--- config.mk ---
export PLATFORM = sky130hd
export DESIGN_NAME = greedy_deadline_job_scheduler_top
export DESIGN_NICKNAME = d
export VERILOG_FILES = /design/src/hdl/gdjs_pkg.sv /design/src/hdl/gdjs_dp.sv /design/src/hdl/gdjs_ctrl.sv /design/src/hdl/greedy_deadline_job_scheduler_top.sv
export SDC_FILE = /design/constraint.sdc
export NUM_CORES = 2
export LEC_CHECK = 0
export BUFFER_PORTS_ARGS = -buffer_cell sky130_fd_sc_hd__buf_2
export CORE_MARGIN = 5
export CORE_UTILIZATION = 45
export DETAILED_ROUTE_END_ITERATION = 7
export GPL_TIMING_DRIVEN = 1
export PLACE_DENSITY = 0.67
export SLEW_MARGIN = 20
export SYNTH_ARGS = -nofsm -noshare
export SYNTH_HDL_FRONTEND = slang
export SYNTH_HIERARCHICAL = 1
export SYNTH_SLANG_ARGS = --single-unit
--- constraint.sdc ---
create_clock -name clk_i -period 26.1 [get_ports clk_i]
set_input_delay 1.305 -clock clk_i [delete_from_list [all_inputs] [get_ports clk_i]]
set_output_delay 1.305 -clock clk_i [all_outputs]
set_load 0.01 [all_outputs]
--- src/hdl/gdjs_pkg.sv ---
// ----------------------------------------------------------------------------
// gdjs_pkg
// Shared sizes, item types and controller/datapath interface structs for the
// greedy deadline job scheduler.
// ----------------------------------------------------------------------------
package gdjs_pkg;

  // storage sizes
  localparam int MaxJobs  = 64;
  localparam int MaxSlots = 32;

  // derived widths
  localparam int JobAw  = (MaxJobs > 1) ? $clog2(MaxJobs) : 1;
  localparam int JobCw  = $clog2(MaxJobs + 1);
  localparam int SlotW  = $clog2(MaxSlots + 1);
  localparam int SlotAw = (MaxSlots > 1) ? $clog2(MaxSlots) : 1;

  // fixed field widths
  localparam int NameW    = 16;
  localparam int DlW      = 6;
  localparam int ProfitW  = 16;
  localparam int SlotNumW = 6;
  localparam int TotalW   = 21;

  // input item
  typedef struct packed {
    logic [NameW-1:0]   job_name;
    logic [DlW-1:0]     job_deadline;
    logic [ProfitW-1:0] job_profit;
    logic               last_job;
  } gdjs_in_t;

  // result item
  typedef struct packed {
    logic [SlotNumW-1:0] slot_number;
    logic                slot_filled;
    logic [NameW-1:0]    placed_name;
    logic [ProfitW-1:0]  placed_profit;
    logic [TotalW-1:0]   total_profit;
    logic                last_slot;
  } gdjs_out_t;

  // controller to datapath commands
  typedef struct packed {
    logic load;        // store the accepted job
    logic sched_init;  // clear slots and round state
    logic scan_rd;     // read job at scan index, advance scan
    logic place_init;  // start slot search at min(deadline, horizon)
    logic place_step;  // claim the slot or move one slot down
    logic round_next;  // retire the selected job, restart scan
    logic out_init;    // first slot, total cleared
    logic out_rd;      // read the job held by the current slot
    logic out_ld;      // load the result register
    logic out_next;    // result taken, advance slot
    logic finish;      // empty the job store, clear the horizon
  } gdjs_cmd_t;

  // datapath to controller status
  typedef struct packed {
    logic hz_zero;
    logic scan_last;
    logic k_done;
    logic rounds_last;
    logic sched_full;
    logic slot_last;
    logic out_taken;
  } gdjs_sts_t;

endpackage

--- src/hdl/gdjs_dp.sv ---
// ----------------------------------------------------------------------------
// gdjs_dp
// Datapath: job memory, max-profit selection scan, slot table with downward
// free-slot search, and the result register with running profit total.
// ----------------------------------------------------------------------------
module gdjs_dp (
  input  logic                clk_i,
  input  logic                rst_ni,
  input  gdjs_pkg::gdjs_cmd_t cmd_i,
  output gdjs_pkg::gdjs_sts_t sts_o,
  input  gdjs_pkg::gdjs_in_t  in_data_i,
  output logic                out_valid_o,
  input  logic                out_stall_i,
  output gdjs_pkg::gdjs_out_t out_data_o
);

  typedef struct packed {
    logic [gdjs_pkg::NameW-1:0]   name;
    logic [gdjs_pkg::SlotW-1:0]   deadline;
    logic [gdjs_pkg::ProfitW-1:0] profit;
  } job_t;

  // job memory
  job_t mem [gdjs_pkg::MaxJobs];
  job_t rd_data_q;

  // control state
  logic [gdjs_pkg::JobCw-1:0]  cnt_q, cnt_d;
  logic [gdjs_pkg::SlotW-1:0]  hz_q, hz_d;
  logic [gdjs_pkg::JobAw-1:0]  j_q, j_d;
  logic [gdjs_pkg::JobAw-1:0]  r_q, r_d;
  logic                        cmp_vld_q;
  logic [gdjs_pkg::JobAw-1:0]  cmp_idx_q;
  logic                        last_vld_q, last_vld_d;
  logic                        best_found_q, best_found_d;
  logic [gdjs_pkg::SlotW-1:0]  k_q, k_d;
  logic [gdjs_pkg::MaxSlots-1:0] slot_vld_q, slot_vld_d;
  logic [gdjs_pkg::SlotW-1:0]  filled_q, filled_d;
  logic [gdjs_pkg::SlotW-1:0]  i_q, i_d;
  logic [gdjs_pkg::TotalW-1:0] total_q, total_d;
  logic                        out_vld_q, out_vld_d;

  // payload state
  logic [gdjs_pkg::JobAw-1:0]   best_idx_q;
  logic [gdjs_pkg::ProfitW-1:0] best_profit_q;
  logic [gdjs_pkg::SlotW-1:0]   best_dl_q;
  logic [gdjs_pkg::JobAw-1:0]   last_idx_q;
  logic [gdjs_pkg::ProfitW-1:0] last_profit_q;
  logic [gdjs_pkg::JobAw-1:0]   slot_idx_q [gdjs_pkg::MaxSlots];
  gdjs_pkg::gdjs_out_t          out_q;

  logic                        store_ok;
  logic [gdjs_pkg::SlotW-1:0]  sat_dl;
  logic                        cand_ok;
  logic                        cand_better;
  logic                        out_phase;
  logic [gdjs_pkg::SlotAw-1:0] slot_addr;
  logic                        k_free;
  logic [gdjs_pkg::JobAw-1:0]  rd_addr;
  logic [gdjs_pkg::ProfitW-1:0] ld_profit;
  logic [gdjs_pkg::NameW-1:0]  ld_name;

  // deadline saturation
  always_comb begin
    if (32'(in_data_i.job_deadline) > 32'(gdjs_pkg::MaxSlots)) begin
      sat_dl = gdjs_pkg::SlotW'(gdjs_pkg::MaxSlots);
    end else begin
      sat_dl = gdjs_pkg::SlotW'(in_data_i.job_deadline);
    end
  end

  assign store_ok = cnt_q < gdjs_pkg::JobCw'(gdjs_pkg::MaxJobs);

  // candidate must come after the previous pick: lower profit, or equal
  // profit and a later arrival
  assign cand_ok = !last_vld_q || (rd_data_q.profit < last_profit_q) ||
                   ((rd_data_q.profit == last_profit_q) && (cmp_idx_q > last_idx_q));

  // candidate compare, strict so the earliest of equal profits wins
  assign cand_better = cmp_vld_q && cand_ok &&
                       (!best_found_q || (rd_data_q.profit > best_profit_q));

  // slot table address: output slot or search position
  assign out_phase = cmd_i.out_rd || cmd_i.out_ld;
  assign slot_addr = out_phase ? gdjs_pkg::SlotAw'(i_q - gdjs_pkg::SlotW'(1))
                               : gdjs_pkg::SlotAw'(k_q - gdjs_pkg::SlotW'(1));
  assign k_free    = (k_q != '0) && !slot_vld_q[slot_addr];

  assign rd_addr = cmd_i.out_rd ? slot_idx_q[slot_addr] : j_q;

  // result payload for the current slot
  assign ld_name   = slot_vld_q[slot_addr] ? rd_data_q.name : '0;
  assign ld_profit = slot_vld_q[slot_addr] ? rd_data_q.profit : '0;

  // next-state logic for control registers
  always_comb begin
    cnt_d        = cnt_q;
    hz_d         = hz_q;
    j_d          = j_q;
    r_d          = r_q;
    last_vld_d   = last_vld_q;
    best_found_d = best_found_q;
    k_d          = k_q;
    slot_vld_d   = slot_vld_q;
    filled_d     = filled_q;
    i_d          = i_q;
    total_d      = total_q;
    out_vld_d    = out_vld_q;

    if (cmd_i.load && store_ok) begin
      cnt_d = cnt_q + gdjs_pkg::JobCw'(1);
      if (sat_dl > hz_q) begin
        hz_d = sat_dl;
      end
    end
    if (cmd_i.finish) begin
      cnt_d = '0;
      hz_d  = '0;
    end
    if (cmd_i.sched_init) begin
      slot_vld_d   = '0;
      last_vld_d   = 1'b0;
      filled_d     = '0;
      r_d          = '0;
      j_d          = '0;
      best_found_d = 1'b0;
    end
    if (cmd_i.scan_rd) begin
      j_d = j_q + gdjs_pkg::JobAw'(1);
    end
    if (cand_better) begin
      best_found_d = 1'b1;
    end
    if (cmd_i.place_init) begin
      k_d = (best_dl_q < hz_q) ? best_dl_q : hz_q;
    end
    if (cmd_i.place_step && (k_q != '0)) begin
      if (k_free) begin
        slot_vld_d[slot_addr] = 1'b1;
        filled_d              = filled_q + gdjs_pkg::SlotW'(1);
      end else begin
        k_d = k_q - gdjs_pkg::SlotW'(1);
      end
    end
    if (cmd_i.round_next) begin
      last_vld_d   = 1'b1;
      r_d          = r_q + gdjs_pkg::JobAw'(1);
      j_d          = '0;
      best_found_d = 1'b0;
    end
    if (cmd_i.out_init) begin
      i_d     = gdjs_pkg::SlotW'(1);
      total_d = '0;
    end
    if (cmd_i.out_ld) begin
      total_d   = total_q + gdjs_pkg::TotalW'(ld_profit);
      out_vld_d = 1'b1;
    end
    if (cmd_i.out_next) begin
      out_vld_d = 1'b0;
      i_d       = i_q + gdjs_pkg::SlotW'(1);
    end
  end

  // control registers
  always_ff @(posedge clk_i or negedge rst_ni) begin
    if (!rst_ni) begin
      cnt_q        <= '0;
      hz_q         <= '0;
      j_q          <= '0;
      r_q          <= '0;
      cmp_vld_q    <= 1'b0;
      cmp_idx_q    <= '0;
      last_vld_q   <= 1'b0;
      best_found_q <= 1'b0;
      k_q          <= '0;
      slot_vld_q   <= '0;
      filled_q     <= '0;
      i_q          <= '0;
      total_q      <= '0;
      out_vld_q    <= 1'b0;
    end else begin
      cnt_q        <= cnt_d;
      hz_q         <= hz_d;
      j_q          <= j_d;
      r_q          <= r_d;
      cmp_vld_q    <= cmd_i.scan_rd;
      cmp_idx_q    <= j_q;
      last_vld_q   <= last_vld_d;
      best_found_q <= best_found_d;
      k_q          <= k_d;
      slot_vld_q   <= slot_vld_d;
      filled_q     <= filled_d;
      i_q          <= i_d;
      total_q      <= total_d;
      out_vld_q    <= out_vld_d;
    end
  end

  // job memory: one write port, one registered read port
  always_ff @(posedge clk_i) begin
    if (cmd_i.load && store_ok) begin
      mem[gdjs_pkg::JobAw'(cnt_q)] <= '{name:     in_data_i.job_name,
                                        deadline: sat_dl,
                                        profit:   in_data_i.job_profit};
    end
    rd_data_q <= mem[rd_addr];
  end

  // best candidate, previous pick and slot contents
  always_ff @(posedge clk_i) begin
    if (cand_better) begin
      best_idx_q    <= cmp_idx_q;
      best_profit_q <= rd_data_q.profit;
      best_dl_q     <= rd_data_q.deadline;
    end
    if (cmd_i.round_next) begin
      last_idx_q    <= best_idx_q;
      last_profit_q <= best_profit_q;
    end
    if (cmd_i.place_step && k_free) begin
      slot_idx_q[slot_addr] <= best_idx_q;
    end
    if (cmd_i.out_ld) begin
      out_q.slot_number   <= gdjs_pkg::SlotNumW'(i_q);
      out_q.slot_filled   <= slot_vld_q[slot_addr];
      out_q.placed_name   <= ld_name;
      out_q.placed_profit <= ld_profit;
      out_q.total_profit  <= total_q + gdjs_pkg::TotalW'(ld_profit);
      out_q.last_slot     <= (i_q == hz_q);
    end
  end

  // status
  assign sts_o.hz_zero     = (hz_q == '0);
  assign sts_o.scan_last   = (gdjs_pkg::JobCw'(j_q) + gdjs_pkg::JobCw'(1)) == cnt_q;
  assign sts_o.k_done      = (k_q == '0) || k_free;
  assign sts_o.rounds_last = (gdjs_pkg::JobCw'(r_q) + gdjs_pkg::JobCw'(1)) == cnt_q;
  assign sts_o.sched_full  = (filled_q == hz_q);
  assign sts_o.slot_last   = (i_q == hz_q);
  assign sts_o.out_taken   = out_vld_q && !out_stall_i;

  assign out_valid_o = out_vld_q;
  assign out_data_o  = out_q;

endmodule

--- src/hdl/gdjs_ctrl.sv ---
// ----------------------------------------------------------------------------
// gdjs_ctrl
// Controller: loads jobs, runs selection rounds with slot search, then walks
// the slots one result at a time.
// ----------------------------------------------------------------------------
module gdjs_ctrl (
  input  logic                clk_i,
  input  logic                rst_ni,
  input  logic                in_valid_i,
  input  logic                in_last_i,
  output logic                in_stall_o,
  input  gdjs_pkg::gdjs_sts_t sts_i,
  output gdjs_pkg::gdjs_cmd_t cmd_o
);

  localparam logic [3:0] SIdle    = 4'd0;
  localparam logic [3:0] SStart   = 4'd1;
  localparam logic [3:0] SScan    = 4'd2;
  localparam logic [3:0] SDrain   = 4'd3;
  localparam logic [3:0] SPinit   = 4'd4;
  localparam logic [3:0] SPlace   = 4'd5;
  localparam logic [3:0] SNext    = 4'd6;
  localparam logic [3:0] SOutRd   = 4'd7;
  localparam logic [3:0] SOutLd   = 4'd8;
  localparam logic [3:0] SOutWait = 4'd9;

  logic [3:0] state_q, state_d;

  // next state and commands
  always_comb begin
    state_d    = state_q;
    cmd_o      = '0;
    in_stall_o = 1'b1;
    unique case (state_q)
      SIdle: begin
        in_stall_o = 1'b0;
        if (in_valid_i) begin
          cmd_o.load = 1'b1;
          if (in_last_i) begin
            state_d = SStart;
          end
        end
      end
      SStart: begin
        cmd_o.sched_init = 1'b1;
        if (sts_i.hz_zero) begin
          cmd_o.finish = 1'b1;
          state_d      = SIdle;
        end else begin
          state_d = SScan;
        end
      end
      SScan: begin
        cmd_o.scan_rd = 1'b1;
        if (sts_i.scan_last) begin
          state_d = SDrain;
        end
      end
      SDrain: begin
        state_d = SPinit;
      end
      SPinit: begin
        cmd_o.place_init = 1'b1;
        state_d          = SPlace;
      end
      SPlace: begin
        cmd_o.place_step = 1'b1;
        if (sts_i.k_done) begin
          state_d = SNext;
        end
      end
      SNext: begin
        cmd_o.round_next = 1'b1;
        if (sts_i.rounds_last || sts_i.sched_full) begin
          cmd_o.out_init = 1'b1;
          state_d        = SOutRd;
        end else begin
          state_d = SScan;
        end
      end
      SOutRd: begin
        cmd_o.out_rd = 1'b1;
        state_d      = SOutLd;
      end
      SOutLd: begin
        cmd_o.out_ld = 1'b1;
        state_d      = SOutWait;
      end
      SOutWait: begin
        if (sts_i.out_taken) begin
          cmd_o.out_next = 1'b1;
          if (sts_i.slot_last) begin
            cmd_o.finish = 1'b1;
            state_d      = SIdle;
          end else begin
            state_d = SOutRd;
          end
        end
      end
      default: begin
        state_d = SIdle;
      end
    endcase
  end

  // state register
  always_ff @(posedge clk_i or negedge rst_ni) begin
    if (!rst_ni) begin
      state_q <= SIdle;
    end else begin
      state_q <= state_d;
    end
  end

endmodule

--- src/hdl/greedy_deadline_job_scheduler_top.sv ---
// ----------------------------------------------------------------------------
// greedy_deadline_job_scheduler_top
// Collects jobs, picks them by profit (earliest first on ties), places each
// in the latest free slot at or before its deadline, and emits one result
// per slot with a running profit total.
//
//   channel | direction | handshake               | payload
//   --------+-----------+-------------------------+---------------------
//   in      | into      | in_valid_i / in_stall_o | gdjs_in_t  in_data_i
//   out     | out of    | out_valid_o/out_stall_i | gdjs_out_t out_data_o
//
// A job item is taken whenever one is offered while loading, so items can arrive back to back.
// The item with last_job set starts scheduling: n selection rounds over the
// job memory's single read port, each a full scan followed by a slot search,
// ending early once every slot up to the horizon is filled.
// Each slot result then goes through a read, a load and a wait until it is taken.
// Reset clears all control state at once; no clearing pass is needed.
// Input stays stalled from scheduling start until the last result is taken.
// ----------------------------------------------------------------------------
module greedy_deadline_job_scheduler_top (
  input  logic                clk_i,
  input  logic                rst_ni,
  input  logic                in_valid_i,
  output logic                in_stall_o,
  input  gdjs_pkg::gdjs_in_t  in_data_i,
  output logic                out_valid_o,
  input  logic                out_stall_i,
  output gdjs_pkg::gdjs_out_t out_data_o
);

  gdjs_pkg::gdjs_cmd_t cmd;
  gdjs_pkg::gdjs_sts_t sts;

  // sequencer
  gdjs_ctrl u_ctrl (
    .clk_i      (clk_i),
    .rst_ni     (rst_ni),
    .in_valid_i (in_valid_i),
    .in_last_i  (in_data_i.last_job),
    .in_stall_o (in_stall_o),
    .sts_i      (sts),
    .cmd_o      (cmd)
  );

  // storage and arithmetic
  gdjs_dp u_dp (
    .clk_i       (clk_i),
    .rst_ni      (rst_ni),
    .cmd_i       (cmd),
    .sts_o       (sts),
    .in_data_i   (in_data_i),
    .out_valid_o (out_valid_o),
    .out_stall_i (out_stall_i),
    .out_data_o  (out_data_o)
  );

  // no new job is taken while a result is pending
  a_out_blocks_in: assert property (@(posedge clk_i) disable iff (!rst_ni)
    out_valid_o |-> in_stall_o)
    else $error("job item taken while a result is pending");

  // slot numbers start at one
  a_slot_nonzero: assert property (@(posedge clk_i) disable iff (!rst_ni)
    out_valid_o |-> (out_data_o.slot_number != '0))
    else $error("result with slot number zero");

  // empty slots carry no job
  a_empty_slot: assert property (@(posedge clk_i) disable iff (!rst_ni)
    (out_valid_o && !out_data_o.slot_filled) |->
      ((out_data_o.placed_profit == '0) && (out_data_o.placed_name == '0)))
    else $error("empty slot carries job data");

  // final slot taken ends the result stream
  a_last_ends: assert property (@(posedge clk_i) disable iff (!rst_ni)
    (out_valid_o && !out_stall_i && out_data_o.last_slot) |=> !out_valid_o)
    else $error("result after final slot");

endmodule

==> Word-level counts from Yosys, hierarchy flattened <==
Memories as Yosys holds them, arrays and structs flattened. A register that Yosys moved wholly into a read port is not among the register bits.
Cells that the tools add are included.
{ "classes": {"add_sub_neg": 10, "n_lt_le_gt_ge": 9, "n_eq_ne": 19, "n_mux": 66, "bitwise_logic": 1, "reduce_logical": 33} }
{ "ops": {"columns": ["op", "n"], "rows": [
  ["$mux W6", 18],
  ["$mux W32", 3],
  ["$mux W21", 2],
  ["$pmux W4 S10", 1],
  ["$or A32 B32 Y32", 1],
  ["$mux W1", 25],
  ["$add A6 B1 Y6 const B", 4],
  ["$add A21 B16 Y21", 1],
  ["$mux W4", 5],
  ["$eq A16 B16 Y1", 1],
  ["$eq A4 B3 Y1 const B", 4],
  ["$gt A16 B16 Y1", 1],
  ["$lt A16 B16 Y1", 1],
  ["$mux W16", 1],
  ["$add A6 B1 Y7 const B", 2],
  ["$eq A7 B7 Y1", 2],
  ["$mux W7", 2],
  ["$eq A6 B6 Y1", 2],
  ["$gt A6 B6 Y1", 2],
  ["$logic_not A6 Y1", 2],
  ["$reduce_bool A2 Y1", 6],
  ["$ne A2 B2 Y1 const B", 5],
  ["$logic_and A1 B1 Y1", 9],
  ["$eq A4 B2 Y1 const B", 2],
  ["23 further kinds", 36]
]} }
{ "word_totals": {"register_bits": 221, "mem_bits_rw": 2624, "input_bits": 43, "output_inout_bits": 63, "elab_cells": 166, "mem_count": 2} }
{ "mem_list": {"columns": ["name", "words", "width", "rd", "rd_clocked_by_memory_dff", "wr", "line", "source"], "rows": [
  ["u_dp.mem", 64, 38, 1, 1, 1, "gdjs_dp.sv:24", "job_t mem [gdjs_pkg::MaxJobs];"],
  ["u_dp.slot_idx_q", 32, 6, 1, 0, 1, "gdjs_dp.sv:49", "logic [gdjs_pkg::JobAw-1:0] slot_idx_q [gdjs_pkg::MaxSlots];"]
]} }

==> Depth between registers and ports, before layout <==
{ "depth": {"ltp_word": 11, "ltp_mapped": 27, "depth_no_buf": 22} }

==> Hierarchy <==
Netlist, hierarchy kept.
{ "by_module_without_submodules": {"columns": ["module", "n_inst", "cells_per_inst", "area_per_inst_um2", "seq_area_each_um2"], "rows": [
  ["gdjs_dp", 1, 7862, 113941.8, 85542.0],
  ["gdjs_ctrl", 1, 57, 427.9, 100.1]
]} }

==> Worst setup path after synthesis <==
OpenSTA, ideal clock, no wires.
{ "synth_path": {"path_kind": "reg2reg", "from": "reg u_ctrl.state_q[2]", "to": "reg u_dp.out_q, in the netlist u_dp/out_data_o[21], data pin", "setup_ns": 0.260, "arrival_time_ns": 10.776, "t_required_ns": 25.840, "setup_slack_ns": 15.063, "path_stages_with_launch": 27, "n_path_buf": 5, "synth_period_minus_slack_ns": 11.037, "path_cell_list": "dfrtp_1 nand2b_1 nor3_1 nor2_4 mux2i_4 buf_4 buf_4 buf_2 buf_2 mux4_2 o22ai_1 or4_1 inv_1 clkbuf_1 and2_1 ha_1 a21o_1 a21oi_1 o21bai_1 a21oi_1 o21bai_1 a211o_1 a2111oi_0 o311ai_0 o211ai_1 nor2_1 xor2_1"} }
{ "synth_lines": {"columns": ["item", "line", "source"], "rows": [
  ["start: declaration", "gdjs_ctrl.sv:27", "logic [3:0] state_q, state_d;"],
  ["start signal: assignment", "gdjs_ctrl.sv:109", "state_q <= SIdle;"],
  ["start signal: assignment", "gdjs_ctrl.sv:111", "state_q <= state_d;"],
  ["end: declaration", "gdjs_dp.sv:50", "gdjs_pkg::gdjs_out_t out_q;"]
]} }

==> metrics <==
Worst Hold Class=input port to asynchronous set/reset pin; Mapped Nets=8036; clock power share=30.8%; crit path cell chain=nand2b_1 > nor3_2 > buf_4 > nor2_4 > mux2i_4 > buf_4 > buf_4 > mux4_1 > nor3_1 > nor4_2 > buf_4 > a31oi_4 > buf_4 > buf_4 > buf_4 > buf_4 > buf_4 > mux2i_1 > o221ai_1 > a31oi_1 > o31ai_1 > or4_1; Hold Fails Final Rpt=0; Main synth FF type=edfxtp_1; Pint=8.77 mW; Worst path slowest cell=buf_4; Cell variety after synth=77; first-pass GRT wire length=495000 um; Synth Cell Area=0.114 sq mm; Net count, final=8147; PortBufs=105; Layout area overhead=12.5%; Synthesis Warnings=6; Setup crit start kind=flip-flop; Avg Vias per Cell=6.25; max-slew violation count=0; FF-to-FF End=u_dp/rd_data_q[9]$_DFF_P_; commonest cells after routing, fill and taps aside=edfxtp_1, nand2_1, nand3_1; CTS tree=built; Die Wd=514 um; routed len/inst=30.0 um; CTS Hold Bufs=0; CTS Buf Count=304; maximum clock insertion buffer count=4; Sw Ratio=33.9%; initial antenna violation count=27; initial cell density of the core=45.1%; Crit. End Element=flip-flop; WP data arrival=10.73 ns; # setup viols final=0; Flop pwr share=40.8%; Seq/Total Area, Yosys=74.9%; cells on worst reg2reg path=22; Post-synth EDFFs=2735; Pre-antenna DRT Iters=6; TNS Setup=0 ns; CP Class=flip-flop to flip-flop; Static Leakage=45.2 nW; grt ovf=0; Detailed Route WL=349000 um; max_slew headroom=19.8%; Switching Power=4.49 mW; VDD IR-drop max=0.000106 V; Chip Height=514 um; HPWL Detailed=186000 um; CP delay by family, top=buffers and inverters; Critical Path RT=26.90 ns; clock tree sinks=2883; RR Startpoint=u_ctrl/state_q[3]$_DFFE_PN0P_; CP most frequent cell=buf_4; crit-path max FO=60; reg2reg setup slack=16.17 ns; measured slew at the worst slew-check pin=1.20 ns; fin crit share=38.0%; Synth Register Bits=2883; fmax=101 MHz; Crit path buffers/inverters=9; Logic pwr share=28.4%; Root Driver=clkbuf_16; layout cells sized above 1=10.8%; RSZ-0062 raised after global routing=false; PD cells=103 mW/mm^2; asr flop ratio synth=3.82%; H-tree levels=5; clock latency on the worst-skew pair=0.96 ns; pin count of the biggest net entering global routing=156; Clk pin slew, worst setup/hold paths=0.06 ns; # rows=185; initial DRC count=10600; gpl congestion=0.852; Setup Buffers After CTS=0; Avg Synthesized Cell Area=14.4 sq um; Multi-input gate area=0.0271 sq mm; Sequential Area=0.0856 sq mm; critical path's largest stage delay=0.76 ns; Post-CTS Resized=0; min Tclk post-route=9.93 ns; # placed instances=11100; antenna-violating nets left=0; Synth Instances=7919; clk_skew=0.0693 ns; DR vias=72700; drt drc=0; Die ar.=0.264 sq mm; num ports=106; MaxCap Viol Count=0; status=finished clean; Core Box Area=0.253 sq mm; Synth area leaders=edfxtp_1, nand2_1, mux2i_1; most common cell after layout, fill and taps aside=edfxtp_1; final std cells w/o fill=11600; number of global-route vias before repair=68900; dominant cell type by area after synthesis=edfxtp_1; FILL cells=20700; share of the synthesized area in the top cell type=71.8%; gr usage total=25.7%
[state kept, by name (all words and copies together) (netlist names), 6 cells and up]
| register | count |
|---|---|
| u_dp/total_q | 21 |
| u_dp/r_q | 6 |
| u_dp/hz_q | 6 |
| u_dp/mem | 2432 |
| u_dp/rd_data_q | 38 |
| u_dp/best_profit_q | 16 |
| u_dp/last_profit_q | 16 |
| u_dp/slot_vld_q | 32 |
| u_dp/last_idx_q | 6 |
| u_dp/best_dl_q | 6 |
| u_dp/slot_idx_q | 192 |
| u_dp/i_q | 6 |
| u_dp/j_q | 6 |
| u_dp/cnt_q | 7 |
| u_dp/cmp_idx_q | 6 |
| u_dp/out_data_o | 61 |
| u_dp/k_q | 6 |
| u_dp/best_idx_q | 6 |
| u_dp/filled_q | 6 |
[Yosys cell counts, drive strengths merged (11+ instances only)]
cell type and count:
a211oi 11, a21o 46, a21oi 245, a22o 19
a311oi 17, a31oi 160, a32oi 11, and2 36
buf 206, clkbuf 280, dfrtp 110, dfxtp 38
edfxtp 2735, ha 73, inv 73, mux2i 390
mux4 78, nand2 1667, nand2b 21, nand3 757
nand4 48, nor2 168, nor2b 22, nor3 149
nor4 21, o211ai 13, o21a 11, o21ai 44
o221ai 164, o22ai 20, o31ai 25, o32ai 37
or4 38, xnor2 40, xor2 26
[logic make-up after synthesis]
kind of cell	after synthesis	synth area share [%]
fa+ha+maj	74	0.816
mux	468	4.96
compound gates	893	5.43
simple gates	2975	11.4
flops	2883	74.9
xor+xnor	66	0.505
buf+inv	560	2.03
[worst max path at each step]
stage,endpoint,from,slack (ns),depth (start not counted)
2_1_floorplan,u_dp/out_data_o[21]$_DFFE_PP_,u_ctrl/state_q[2]$_DFFE_PN0P_,15.06,26
3_3_place_gp,u_dp/rd_data_q[12]$_DFF_P_,u_ctrl/state_q[3]$_DFFE_PN0P_,16.48,21
3_5_place_dp,u_dp/rd_data_q[9]$_DFF_P_,u_ctrl/state_q[3]$_DFFE_PN0P_,16.32,22
4_1_cts,u_dp/rd_data_q[9]$_DFF_P_,u_ctrl/state_q[3]$_DFFE_PN0P_,16.28,22
5_1_grt,u_dp/rd_data_q[9]$_DFF_P_,u_ctrl/state_q[3]$_DFFE_PN0P_,15.60,22
6_report,u_dp/rd_data_q[9]$_DFF_P_,u_ctrl/state_q[3]$_DFFE_PN0P_,16.17,22
[layer usage]
layer  track usage, %  share of wire, %
met5                0             0.022
met2             39.0                45
met4             11.7               5.2
met1             34.9                37
met3             6.80                13
[stage by stage]
stage | instance area [sq um] | setup slack, ns | utilization (%) | hold WS, ns | total power [mW]
floorplan | 114000 | 15.06 | - | 0.386 | 7.84
global placement | 119000 | 16.48 | 47.0 | 0.399 | 9.11
detailed placement | 119000 | 16.32 | 47.0 | 0.430 | 9.18
CTS | 128000 | 16.28 | 50.7 | 0.313 | 13.2
global route | 129000 | 15.60 | 50.8 | 0.363 | 13.7
finish | 129000 | 16.17 | 50.8 | 0.344 | 13.3
[layout make-up]
| cell class | count | area share (%) |
|---|---|---|
| diodes | 16 | 0.0311 |
| multi-input cells | 4476 | 21.1 |
| well taps | 3366 | 3.27 |
| clock buffers | 421 | 6.49 |
| repair buffers | 291 | 1.64 |
| flip-flops and latches | 2883 | 66.6 |
| inverters | 74 | 0.216 |
| clock inverters | 108 | 0.697 |
[worst reg2reg max path, stage by stage (launching register included)]
cell	delay [ns]
dfrtp_1	0.54
nand2b_1	0.39
nor3_2	0.07
buf_4	0.26
nor2_4	0.34
mux2i_4	0.27
buf_4	0.32
buf_4	0.72
mux4_1	0.71
nor3_1	0.20
nor4_2	0.12
buf_4	0.20
a31oi_4	0.65
buf_4	0.57
buf_4	0.68
buf_4	0.73
buf_4	0.80
buf_4	0.81
mux2i_1	0.30
o221ai_1	0.18
a31oi_1	0.25
o31ai_1	0.13
or4_1	0.54
[power groups by stage]
stage                     Clock, mW  Sequential [mW]  Combinational (mW)
final                          4.09             5.41                3.76
after global routing           4.31             5.42                4.01
after CTS                      4.12             5.42                3.69
after detailed placement          0             5.51                3.67
after global placement            0             5.51                3.60
after floorplan                   0             5.40                2.44
(Power assumes the default switching activity.)
